### src/rtl/core/pps_pkg.sv
`timescale 1ns / 1ps
`default_nettype none
// ----------------------------------------------------------------------------
// pps_pkg
// Shared types and constants of the preemptive priority scheduler.
// ----------------------------------------------------------------------------
package pps_pkg;

    localparam int MAX_PROCESSES_DEF = 16;

    localparam int TIME_W  = 24;
    localparam int SUM_W   = 32;
    localparam int CNT_W   = 5;
    localparam int PC_W    = 5;
    localparam int SLOT_W  = 4;
    localparam int ID_W    = 8;
    localparam int BURST_W = 16;
    localparam int ARR_W   = 16;
    localparam int PRI_W   = 8;

    localparam logic [TIME_W-1:0] TIME_MAX  = '1;
    localparam logic [CNT_W-1:0]  COUNT_MAX = '1;
    localparam logic [SUM_W-1:0]  SUM_MAX   = '1;
    localparam logic [PC_W-1:0]   PC_RESET  = PC_W'(1);

    localparam logic KIND_LOAD = 1'b0;
    localparam logic KIND_TICK = 1'b1;

    typedef struct packed {
        logic [ID_W-1:0]    id;
        logic [BURST_W-1:0] burst;
        logic [ARR_W-1:0]   arrival;
        logic [PRI_W-1:0]   pri;
        logic [BURST_W-1:0] remaining;
    } t_entry;

    typedef enum logic [1:0] {
        ST_IDLE,
        ST_SCAN,
        ST_CALC,
        ST_SUM
    } t_state;

endpackage
`default_nettype wire

### src/rtl/core/pps_table.sv
`timescale 1ns / 1ps
`default_nettype none
// ----------------------------------------------------------------------------
// pps_table
// Process table: one write port, one registered read port. Per-entry valid
// bits make an unwritten entry read with zero remaining time.
// ----------------------------------------------------------------------------
module pps_table
    import pps_pkg::*;
#(
    parameter int MAX_PROCESSES = MAX_PROCESSES_DEF
) (
    input  wire logic                             i_clk,
    input  wire logic                             i_rst_n,
    input  wire logic                             i_wr_en,
    input  wire logic [$clog2(MAX_PROCESSES)-1:0] i_wr_addr,
    input  wire t_entry                           i_wr_data,
    input  wire logic                             i_rd_en,
    input  wire logic [$clog2(MAX_PROCESSES)-1:0] i_rd_addr,
    output t_entry                                o_rd_data
);

    t_entry                     r_mem [MAX_PROCESSES];
    logic [MAX_PROCESSES-1:0]   r_valid;
    t_entry                     r_rd_data;
    logic                       r_rd_valid;

    always_ff @(posedge i_clk) begin
        if (i_wr_en) begin
            r_mem[i_wr_addr] <= i_wr_data;
        end
        if (i_rd_en) begin
            r_rd_data <= r_mem[i_rd_addr];
        end
    end

    always_ff @(posedge i_clk) begin
        if (!i_rst_n) begin
            r_valid    <= '0;
            r_rd_valid <= 1'b0;
        end else begin
            if (i_wr_en) begin
                r_valid[i_wr_addr] <= 1'b1;
            end
            if (i_rd_en) begin
                r_rd_valid <= r_valid[i_rd_addr];
            end
        end
    end

    always_comb begin
        o_rd_data = r_rd_data;
        if (!r_rd_valid) begin
            o_rd_data.remaining = '0;
        end
    end

endmodule
`default_nettype wire

### src/rtl/core/preemptive_priority_scheduler.sv
`timescale 1ns / 1ps
`default_nettype none
// ----------------------------------------------------------------------------
// preemptive_priority_scheduler
// Priority scheduler over a process table with per-tick selection and
// completion statistics.
// ----------------------------------------------------------------------------
// A load item writes its slot in the accept cycle and busy never rises. A tick
// item holds busy high while it scans the N slots in use
// (min(process_count, MAX_PROCESSES)): the table's single read port delivers
// one slot per cycle to one shared compare unit, then ST_CALC computes the
// end time, waiting and turnaround times and ST_SUM updates the totals.
// The result strobe is high for a single cycle, the first with busy low; the
// receiver cannot stall it, so it must take every result as it comes. Every tick
// item gives exactly one result, load items give none.
module preemptive_priority_scheduler
    import pps_pkg::*;
#(
    parameter int MAX_PROCESSES = MAX_PROCESSES_DEF
) (
    input  wire logic                i_clk,
    input  wire logic                i_rst_n,
    input  wire logic                start,
    output logic                     busy,
    input  wire logic                i_kind,
    input  wire logic [SLOT_W-1:0]   i_slot,
    input  wire logic [ID_W-1:0]     i_proc_id,
    input  wire logic [BURST_W-1:0]  i_burst,
    input  wire logic [ARR_W-1:0]    i_arrival,
    input  wire logic [PRI_W-1:0]    i_priority_req,
    input  wire logic                i_cfg_valid,
    output logic                     o_cfg_ready,
    input  wire logic [PC_W-1:0]     i_cfg_data,
    output logic                     o_result_valid,
    output logic [TIME_W-1:0]        o_tick_time,
    output logic                     o_ran,
    output logic [SLOT_W-1:0]        o_chosen_slot,
    output logic [ID_W-1:0]          o_chosen_id,
    output logic                     o_finished,
    output logic [TIME_W-1:0]        o_wait_time,
    output logic [TIME_W-1:0]        o_turnaround,
    output logic                     o_all_done,
    output logic [SUM_W-1:0]         o_total_wait,
    output logic [SUM_W-1:0]         o_total_turnaround
);

    localparam int IDX_W = $clog2(MAX_PROCESSES);
    localparam int CW    = $clog2(MAX_PROCESSES + 1);
    localparam int XW    = 9;
    localparam logic [XW-1:0] MAX_X = XW'(MAX_PROCESSES);

    t_state              r_state, n_state;
    logic [PC_W-1:0]     r_pc;
    logic [TIME_W-1:0]   r_time;
    logic [CNT_W-1:0]    r_count;
    logic [SUM_W-1:0]    r_wait_sum;
    logic [SUM_W-1:0]    r_tat_sum;
    logic [CW-1:0]       r_idx;
    logic [CW-1:0]       r_n;
    logic                r_pend;
    logic [IDX_W-1:0]    r_rd_slot;
    logic                r_found;
    logic [IDX_W-1:0]    r_best_slot;
    t_entry              r_best;
    logic                r_done;
    logic [TIME_W-1:0]   r_end;
    logic [TIME_W-1:0]   r_wt;
    logic [TIME_W-1:0]   r_tat;

    logic                r_o_valid;
    logic [TIME_W-1:0]   r_o_tick_time;
    logic                r_o_ran;
    logic [SLOT_W-1:0]   r_o_slot;
    logic [ID_W-1:0]     r_o_id;
    logic                r_o_finished;
    logic [TIME_W-1:0]   r_o_wt;
    logic [TIME_W-1:0]   r_o_tat;
    logic                r_o_all_done;

    logic                accept;
    logic                load_ok;
    logic [XW-1:0]       slot_x;
    logic [XW-1:0]       pc_x;
    logic [CW-1:0]       n_calc;
    logic                scan_go;
    logic                rd_en;
    logic                wr_en;
    logic [IDX_W-1:0]    wr_addr;
    t_entry              wr_data;
    t_entry              rd_data;
    logic                cand_ok;
    logic                cand_better;
    logic [BURST_W-1:0]  rem_dec;
    logic [TIME_W-1:0]   end_t;
    logic [ARR_W:0]      need;
    logic [TIME_W-1:0]   arr_t;
    logic [TIME_W-1:0]   need_t;
    logic [TIME_W-1:0]   tat_c;
    logic [TIME_W-1:0]   wt_c;
    logic [CNT_W-1:0]    cnt_next;
    logic [SUM_W:0]      wsum_add;
    logic [SUM_W:0]      tsum_add;
    logic [SUM_W-1:0]    wsum_next;
    logic [SUM_W-1:0]    tsum_next;

    pps_table #(
        .MAX_PROCESSES (MAX_PROCESSES)
    ) u_table (
        .i_clk     (i_clk),
        .i_rst_n   (i_rst_n),
        .i_wr_en   (wr_en),
        .i_wr_addr (wr_addr),
        .i_wr_data (wr_data),
        .i_rd_en   (rd_en),
        .i_rd_addr (r_idx[IDX_W-1:0]),
        .o_rd_data (rd_data)
    );

    assign accept  = start && !busy;
    assign slot_x  = XW'(i_slot);
    assign load_ok = slot_x < MAX_X;
    assign pc_x    = XW'(r_pc);
    assign n_calc  = (pc_x > MAX_X) ? CW'(MAX_X) : CW'(pc_x);
    assign scan_go = (r_state == ST_SCAN) && (r_idx < r_n);

    // shared compare unit: one table entry per cycle
    assign cand_ok     = r_pend && (rd_data.remaining != '0)
                         && (TIME_W'(rd_data.arrival) <= r_time);
    assign cand_better = cand_ok && (!r_found || (rd_data.pri < r_best.pri));

    // completion arithmetic
    assign rem_dec = r_best.remaining - BURST_W'(1);
    assign end_t   = (r_time == TIME_MAX) ? r_time : r_time + TIME_W'(1);
    assign need    = (ARR_W+1)'(r_best.arrival) + (ARR_W+1)'(r_best.burst);
    assign arr_t   = TIME_W'(r_best.arrival);
    assign need_t  = TIME_W'(need);
    assign tat_c   = (end_t > arr_t) ? end_t - arr_t : '0;
    assign wt_c    = (end_t > need_t) ? end_t - need_t : '0;

    // totals
    assign cnt_next  = (r_done && (r_count != COUNT_MAX)) ? r_count + CNT_W'(1) : r_count;
    assign wsum_add  = (SUM_W+1)'(r_wait_sum) + (SUM_W+1)'(r_wt);
    assign tsum_add  = (SUM_W+1)'(r_tat_sum) + (SUM_W+1)'(r_tat);
    assign wsum_next = wsum_add[SUM_W] ? SUM_MAX : wsum_add[SUM_W-1:0];
    assign tsum_next = tsum_add[SUM_W] ? SUM_MAX : tsum_add[SUM_W-1:0];

    always_comb begin
        n_state = r_state;
        case (r_state)
            ST_IDLE: begin
                if (accept && (i_kind == KIND_TICK)) begin
                    n_state = ST_SCAN;
                end
            end
            ST_SCAN: begin
                if (!(r_idx < r_n)) begin
                    n_state = ST_CALC;
                end
            end
            ST_CALC: n_state = ST_SUM;
            ST_SUM:  n_state = ST_IDLE;
            default: n_state = ST_IDLE;
        endcase
    end

    always_comb begin
        busy    = 1'b1;
        rd_en   = 1'b0;
        wr_en   = 1'b0;
        wr_addr = r_best_slot;
        wr_data = r_best;
        case (r_state)
            ST_IDLE: begin
                busy    = 1'b0;
                wr_en   = accept && (i_kind == KIND_LOAD) && load_ok;
                wr_addr = IDX_W'(slot_x);
                wr_data = '{id: i_proc_id, burst: i_burst, arrival: i_arrival,
                            pri: i_priority_req, remaining: i_burst};
            end
            ST_SCAN: begin
                rd_en = scan_go;
            end
            ST_CALC: begin
                wr_en             = r_found;
                wr_data.remaining = rem_dec;
            end
            ST_SUM: begin
                busy = 1'b1;
            end
            default: begin
                busy = 1'b1;
            end
        endcase
    end

    always_ff @(posedge i_clk) begin
        if (!i_rst_n) begin
            r_state    <= ST_IDLE;
            r_pc       <= PC_RESET;
            r_time     <= '0;
            r_count    <= '0;
            r_wait_sum <= '0;
            r_tat_sum  <= '0;
            r_pend     <= 1'b0;
            r_found    <= 1'b0;
            r_done     <= 1'b0;
            r_o_valid  <= 1'b0;
        end else begin
            r_state   <= n_state;
            r_o_valid <= 1'b0;
            if (i_cfg_valid && o_cfg_ready) begin
                r_pc <= i_cfg_data;
            end
            r_pend <= scan_go;
            if (accept && (i_kind == KIND_TICK)) begin
                r_found <= 1'b0;
                r_done  <= 1'b0;
            end
            if (cand_better) begin
                r_found <= 1'b1;
            end
            if (r_state == ST_CALC) begin
                r_done <= r_found && (rem_dec == '0);
            end
            if (r_state == ST_SUM) begin
                r_time    <= r_end;
                r_o_valid <= 1'b1;
                if (r_done) begin
                    r_count    <= cnt_next;
                    r_wait_sum <= wsum_next;
                    r_tat_sum  <= tsum_next;
                end
            end
        end
    end

    // datapath registers
    always_ff @(posedge i_clk) begin
        if (accept && (i_kind == KIND_TICK)) begin
            r_idx <= '0;
            r_n   <= n_calc;
        end else if (scan_go) begin
            r_idx <= r_idx + CW'(1);
        end
        r_rd_slot <= r_idx[IDX_W-1:0];
        if (cand_better) begin
            r_best      <= rd_data;
            r_best_slot <= r_rd_slot;
        end
        if (r_state == ST_CALC) begin
            r_end <= end_t;
            r_wt  <= (r_found && (rem_dec == '0)) ? wt_c : '0;
            r_tat <= (r_found && (rem_dec == '0)) ? tat_c : '0;
        end
        if (r_state == ST_SUM) begin
            r_o_tick_time <= r_time;
            r_o_ran       <= r_found;
            r_o_slot      <= r_found ? SLOT_W'(r_best_slot) : '0;
            r_o_id        <= r_found ? r_best.id : '0;
            r_o_finished  <= r_done;
            r_o_wt        <= r_wt;
            r_o_tat       <= r_tat;
            r_o_all_done  <= XW'(cnt_next) >= XW'(r_n);
        end
    end

    assign o_cfg_ready        = 1'b1;
    assign o_result_valid     = r_o_valid;
    assign o_tick_time        = r_o_tick_time;
    assign o_ran              = r_o_ran;
    assign o_chosen_slot      = r_o_slot;
    assign o_chosen_id        = r_o_id;
    assign o_finished         = r_o_finished;
    assign o_wait_time        = r_o_wt;
    assign o_turnaround       = r_o_tat;
    assign o_all_done         = r_o_all_done;
    assign o_total_wait       = r_wait_sum;
    assign o_total_turnaround = r_tat_sum;

    a_result_after_sum: assert property (@(posedge i_clk) disable iff (!i_rst_n)
        o_result_valid |-> ($past(r_state) == ST_SUM))
        else $error("result strobe without completed tick");

    a_scan_bound: assert property (@(posedge i_clk) disable iff (!i_rst_n)
        (r_state == ST_SCAN) |-> (r_idx <= r_n))
        else $error("scan index past slots in use");

    a_finish_needs_run: assert property (@(posedge i_clk) disable iff (!i_rst_n)
        (o_result_valid && o_finished) |-> o_ran)
        else $error("finished without a served process");

    a_wait_le_tat: assert property (@(posedge i_clk) disable iff (!i_rst_n)
        (r_state == ST_SUM) |-> (r_wt <= r_tat))
        else $error("waiting time exceeds turnaround");

    a_no_write_in_scan: assert property (@(posedge i_clk) disable iff (!i_rst_n)
        (r_state == ST_SCAN) |-> !wr_en)
        else $error("table written during scan");

endmodule
`default_nettype wire

### config.mk
export PLATFORM = sky130hd
export DESIGN_NAME = preemptive_priority_scheduler
export DESIGN_NICKNAME = d
export VERILOG_FILES = /design/src/rtl/core/pps_pkg.sv /design/src/rtl/core/pps_table.sv /design/src/rtl/core/preemptive_priority_scheduler.sv
export SDC_FILE = /design/constraint.sdc
export NUM_CORES = 2
export LEC_CHECK = 0
export BUFFER_PORTS_ARGS = -buffer_cell sky130_fd_sc_hd__buf_2
export CORE_UTILIZATION = 55
export DETAILED_ROUTE_END_ITERATION = 16
export PLACE_DENSITY = 0.72
export SYNTH_ARGS = -nofsm -noshare
export SYNTH_HDL_FRONTEND = slang
export SYNTH_SLANG_ARGS = --single-unit
export TNS_END_PERCENT = 20
### constraint.sdc
create_clock -name i_clk -period 13.1 [get_ports i_clk]
set_input_delay 2.62 -clock i_clk [delete_from_list [all_inputs] [get_ports i_clk]]
set_output_delay 2.62 -clock i_clk [all_outputs]
set_load 0.005 [all_outputs]
* Word-level counts from Yosys, hierarchy flattened
Memory sizes are Yosys's and may differ from the RTL's. A register that Yosys moved wholly into a read port is not among the register bits.
Index checks and enable logic that the tools add are counted.
** Word-level totals
- Register bits :: 362
- Input bits :: 62
- Memory bits (writable) :: 1024
- Memories kept :: 1
- Output and inout bits :: 154
** Cells by class
- Multiplexer cells :: 24
- Order comparisons :: 11
- $add $sub $neg :: 9
- Reduce and logical (&&, ||, !) cells :: 22
- Eq/ne operators :: 7
- Bitwise gates (word level) :: 2
** Memories
- u_table.r_mem :: depth 16, width 64, rd ports 1, clocked after memory_dff 1, write ports 1, RTL line pps_table.sv:23 : t_entry r_mem [MAX_PROCESSES];
** Operators with widths (count)
- 32-bit by 24-bit adder with 33-bit output :: 2
- 32-bit 2-to-1 mux :: 2
- 48-bit 2-to-1 mux :: 1
- 16-bit case mux with 2 select lines :: 1
- 24-bit by 1-bit adder with 24-bit output (second input constant) :: 1
- 24-bit equality test (second input constant) :: 1
- 24-bit by 16-bit greater-than comparator with 1-bit output :: 1
- 24-bit by 17-bit greater-than comparator with 1-bit output :: 1
- 16-bit by 24-bit less-or-equal comparator with 1-bit output :: 1
- 24-bit 2-to-1 mux :: 1
- 24-bit by 16-bit subtractor with 24-bit output :: 1
- 24-bit by 17-bit subtractor with 24-bit output :: 1
- 16-bit by 16-bit adder with 17-bit output :: 1
- 16-bit logical NOT :: 1
- 16-bit 2-to-1 mux :: 1
- 16-bit bitwise OR :: 1
- 16-bit nonzero test :: 1
- 16-bit by 1-bit subtractor with 16-bit output (second input constant) :: 1
- 4-bit by 5-bit < comparator with 1-bit output (second input constant) :: 3
- 1-bit logical AND :: 11
- 5-bit by 1-bit adder with 5-bit output (second input constant) :: 2
- 1-bit 2-to-1 mux :: 10
- 8-bit < comparator :: 1
- 2-bit case mux with 4 select lines :: 1
- other kinds (21) :: 27

* Longest topological paths before layout
- Depth in word-level cells :: 7
- Depth in mapped cells :: 23

* Modules after synthesis
Synthesis repeated with hierarchy kept, for this count alone.
** Unflattened totals
- Cells, all modules :: 3437
- Area, all modules :: 60763.3 um2
** By module, submodules not included
- pps_table :: cells each 1621, seq. area each 33011.7 um2, times used 1, area each 41474.8 um2
- preemptive_priority_scheduler :: cells each 1816, seq. area each 9228.9 um2, times used 1, area each 19288.5 um2

* Least setup slack after synthesis
Ideal clock, no wire load.
- Path kind :: input port to flip-flop
- Start :: input port start
- End :: memory u_table.r_mem[0][0] (netlist name) (enable)
- Stages on the path :: 4
- Path slack :: 6.695 ns
- Data arrival time :: 5.917 ns
- Cell sequence :: nand2_1 o21ai_0 o21ai_0 nor2_1
** Between the ends
- Word-level cells in the longest chain between the ends :: 6
** Ends and longest elaborated chain
- start: declaration :: RTL line preemptive_priority_scheduler.sv:23 : input wire logic start,
- 1-bit logical AND :: RTL line preemptive_priority_scheduler.sv:119 : assign accept = start && !busy;
- 1-bit logical AND (2 in series) :: RTL line preemptive_priority_scheduler.sv:175 : wr_en = accept && (i_kind == KIND_LOAD) && load_ok;
- 1-bit case mux with 2 select lines :: RTL line preemptive_priority_scheduler.sv:172 : case (r_state)
- 1-bit 2-to-1 mux :: RTL line pps_table.sv:29 : if (i_wr_en) begin
- 1-bit 2-to-1 mux (implied by the code) :: RTL line pps_table.sv:30 : r_mem[i_wr_addr] <= i_wr_data;
- end: declaration :: RTL line pps_table.sv:23
Every way passes these cells.

* Worst setup path after layout
- Start :: input port start
- End :: memory u_table.r_mem[11][32] (netlist name) (enable)
Same word-level chain as after synthesis.

==> results.md <==
* Final period utilization at 42.6%
* Pre-Repair DR Iteration Count at 7
* F_max at 179 MHz
* Top cell family by delay on the critical path: simple AND/OR/NAND/NOR gates
* Fin. Hold Viols at 0
* Reg power frac at 47.6%
* Net switching power figure at 0.00343 W
* Post-Syn Area at 0.0600 mm^2
* R2R cell count at 21
* Via count at 32,500
* Port bufs at 214
* Core Box Area at 0.108 mm^2
* Seq/Total Area, Yosys at 70.4%
* Main synth FF type: edfxtp_1
* Seq cells post-synth at 1,450
* Worst EP required at 13.46 ns
* Worst-path clk slew at 0.06 ns
* Total power at 0.0125 W
* Vias in the first global route at 32,000
* WHS at 0.405 ns
* CP Launch Type: input pin
* Switching Share at 27.4%
* DIE AREA at 0.110 mm^2
* Final nets at 3,881
* Drt via density at 6.25
* CP Depth at 6
* ANT nets after route at 0
* Post-DP HPWL at 91,200 um
* Largest net degree at the start of global routing at 163
* Worst hold path type: reg2reg
* Clock Skew at 0.0422 ns
* Final setup fails at 0
* CP bufs+invs at 2
* Clock buffer count from CTS at 146
* Worst Hold Depth at 0
* Crit-path max FO at 35
* CTS tree: built
* Clock Power Share at 32.7%
* Arrival @ worst endpoint at 5.93 ns
* Max IR drop VDD at 151 uV
* MaxCap Viol Count at 0
* # Post-CTS Setup Buffers at 0
* Syn. warnings at 0
* FP Rows at 120
* Total global-route track usage at 25.8%
* Max incr delay on CP at 1.02 ns
* Clock latency on the worst-skew pair at 0.76 ns
* Crit Path Class: in2reg
* PostCTS Resize Cnt at 0
* Clock Tree Root: clkbuf_16
* RSZ-0062 raised after global routing: no
* CP Capture Type: register
* Worst path slowest cell: nor2_4
* Pwr dens at 185 mW/mm^2
* P&R area growth vs syn at 12.7%
* Die Y at 332 um
* Mapped Nets at 3,599
* Routed Wire Length at 142,000 um
* Longest Clk Path Bufs at 3
* Grt total ovfl at 0
* Gate power share at 19.7%
* Hold Buf Count CTS at 0
* First-pass GRT wire length at 209,000 um
* Synthesized area per cell at 17.7 um^2
* # DRC at 0
* Die W at 332 um
* Leak at 22.8 nW
* Setup slack, reg-to-reg at 8.07 ns
* Slew Limit Fails at 0
* Clock Sink Count at 1,450
* Fin Setup TNS at 0 ns
* Worst-Margin Slew at 1.35 ns
* Top-Level Pins at 216
* Max_slew headroom at 9.34%
* Synth Instances at 3,393
* Initial antenna violation count at 11
* Initial core utilization at 55.7%
* H-tree Lvls at 4
* GPL Wtd Cong at 0.888
* Outcome: finished, final reports clean
* Share of cells above drive strength 1 at 23.8%
* Internal at 0.00908 W
* Post-synth EDFFs at 1,320
* WL per Instance at 27.3 um
* DRT iter0 DRCs at 3,599
* Crit-path cells: buf_2, nand2_1, o21ai_0, nand2_1, nor2_4, buf_4
* Async set or reset register ratio after synthesis at 0%
* CP dominant cell by count: nand2_1
* Post-layout min period at 5.58 ns
* Unique masters post-synth at 90
[layout make-up]
cell class	instances	area, um^2
sequential	1450	42300
fill	7377	40000
antenna	5	12.5
clock buffer	184	3960
tap	1403	1760
multi-input combinational	1716	17000
timing repair buffer	269	1510
clock inverter	81	774
inverter	92	345
[cell families (layout without fill, tap and decap cells)]
family          Yosys count  after routing  synth area share, %
mux                     387            387                 13.3
simple gates            596            596                 4.98
fa+ha+maj               144            144                 3.07
other cells               1              6              0.00625
buf+inv                 227            626                 1.54
flops                  1450           1450                 70.4
xor+xnor                133            133                 1.97
compound gates          455            455                 4.75
[path summary, 6_finish.rpt]
path,from,end
worst max-delay path,start,u_table.r_mem[11][32]
worst min-delay path,r_rd_slot[2],r_best_slot[2]
worst max register to register,arr_t[0],r_wt[3]
worst min register to register,r_rd_slot[2],r_best_slot[2]
[metrics by stage]
| stage | area, um^2 | setup slack, ns | util, % | instances |
|---|---|---|---|---|
| 2_1_floorplan | 60000 | 6.69 | - | 3393 |
| 3_5_place_dp | 62900 | 6.80 | 58.4 | 4930 |
| 5_1_grt | 67600 | 7.31 | 62.8 | 5196 |
| 4_1_cts | 67600 | 7.59 | 62.8 | 5195 |
| 6_report | 67600 | 7.52 | 62.8 | 5200 |
| 3_3_place_gp | 62900 | 6.85 | 58.4 | 4930 |
[placed cells by master, fill, tap and decap left out, types with 13 or more instances in the layout]
cell	instances
buf_4	53
nor2b_1	23
and4_1	13
clkbuf_1	27
and3_1	21
nor2_1	169
a21o_1	54
o21ai_0	119
mux4_2	325
nand4_1	19
a31oi_1	20
nand2b_1	21
xor2_1	63
mux2_2	27
nor3_1	48
o21ai_1	14
edfxtp_1	1320
inv_1	90
ha_1	136
dfxtp_1	126
clkinv_2	26
clkbuf_16	151
nor2_4	21
and2_1	38
a21oi_1	129
clkinv_1	27
buf_2	214
mux2i_1	35
nand2_1	135
nand3_1	30
xnor2_1	68
[layer usage]
metal  routed length, um  part of all wire [%]  GRT usage [%]
met3               11300                   8.0           4.83
met4                4190                   2.9           8.70
met5                  43                 0.030              0
met2               68200                    48           40.8
met1               58300                    41           36.2
[power by group through the flow]
stage | logic (W) | clock network [W] | registers [W]
after floorplan | 0.00166 | 0 | 0.00595
after global placement | 0.00241 | 0 | 0.00604
after detailed placement | 0.00245 | 0 | 0.00605
after CTS | 0.00247 | 0.00415 | 0.00596
after global routing | 0.00262 | 0.00432 | 0.00598
final | 0.00246 | 0.00409 | 0.00596
[cell usage after synthesis, drive strengths merged, types with 6 or more instances]
cell type	count	area share, %
dfxtp	130	4.3
o21ai	133	1.1
inv	90	0.56
nor2b	23	0.24
nor4	9	0.12
and3	21	0.22
nand2	135	0.84
xnor2	69	1.0
ha	139	2.9
a2111oi	6	0.092
mux4	325	12
clkbuf	88	0.55
a22oi	12	0.15
or3	13	0.14
mux2	27	0.51
and4	13	0.19
a21oi	131	1.1
o31ai	8	0.10
and2	38	0.40
or2	9	0.094
a31oi	21	0.23
xor2	64	0.95
nor3	50	0.45
a211o	6	0.088
a21o	54	0.68
mux2i	35	0.58
nand3	33	0.30
nand4	19	0.20
edfxtp	1320	66
nand2b	21	0.22
o21a	12	0.15
a211oi	10	0.13
nor2	197	1.3
o21bai	8	0.10
buf	47	0.41
[sequential cells by signal, indices dropped and copies added, names as in the netlist, 5 cells and up]
name and cells:
r_end 24, r_pc 5, o_wait_time 24, o_tick_time 24, u_table.o_rd_data 48, r_best 48, u_table.r_valid 16, u_table.r_rd_data 16
o_chosen_id 8, o_turnaround 24, arr_t 16, r_wt 24, r_idx 5, u_table.r_mem 1024, o_total_wait 32, r_time 24
o_total_turnaround 32, r_n 5, r_tat 24, r_count 5
(Power assumes the default switching activity.)
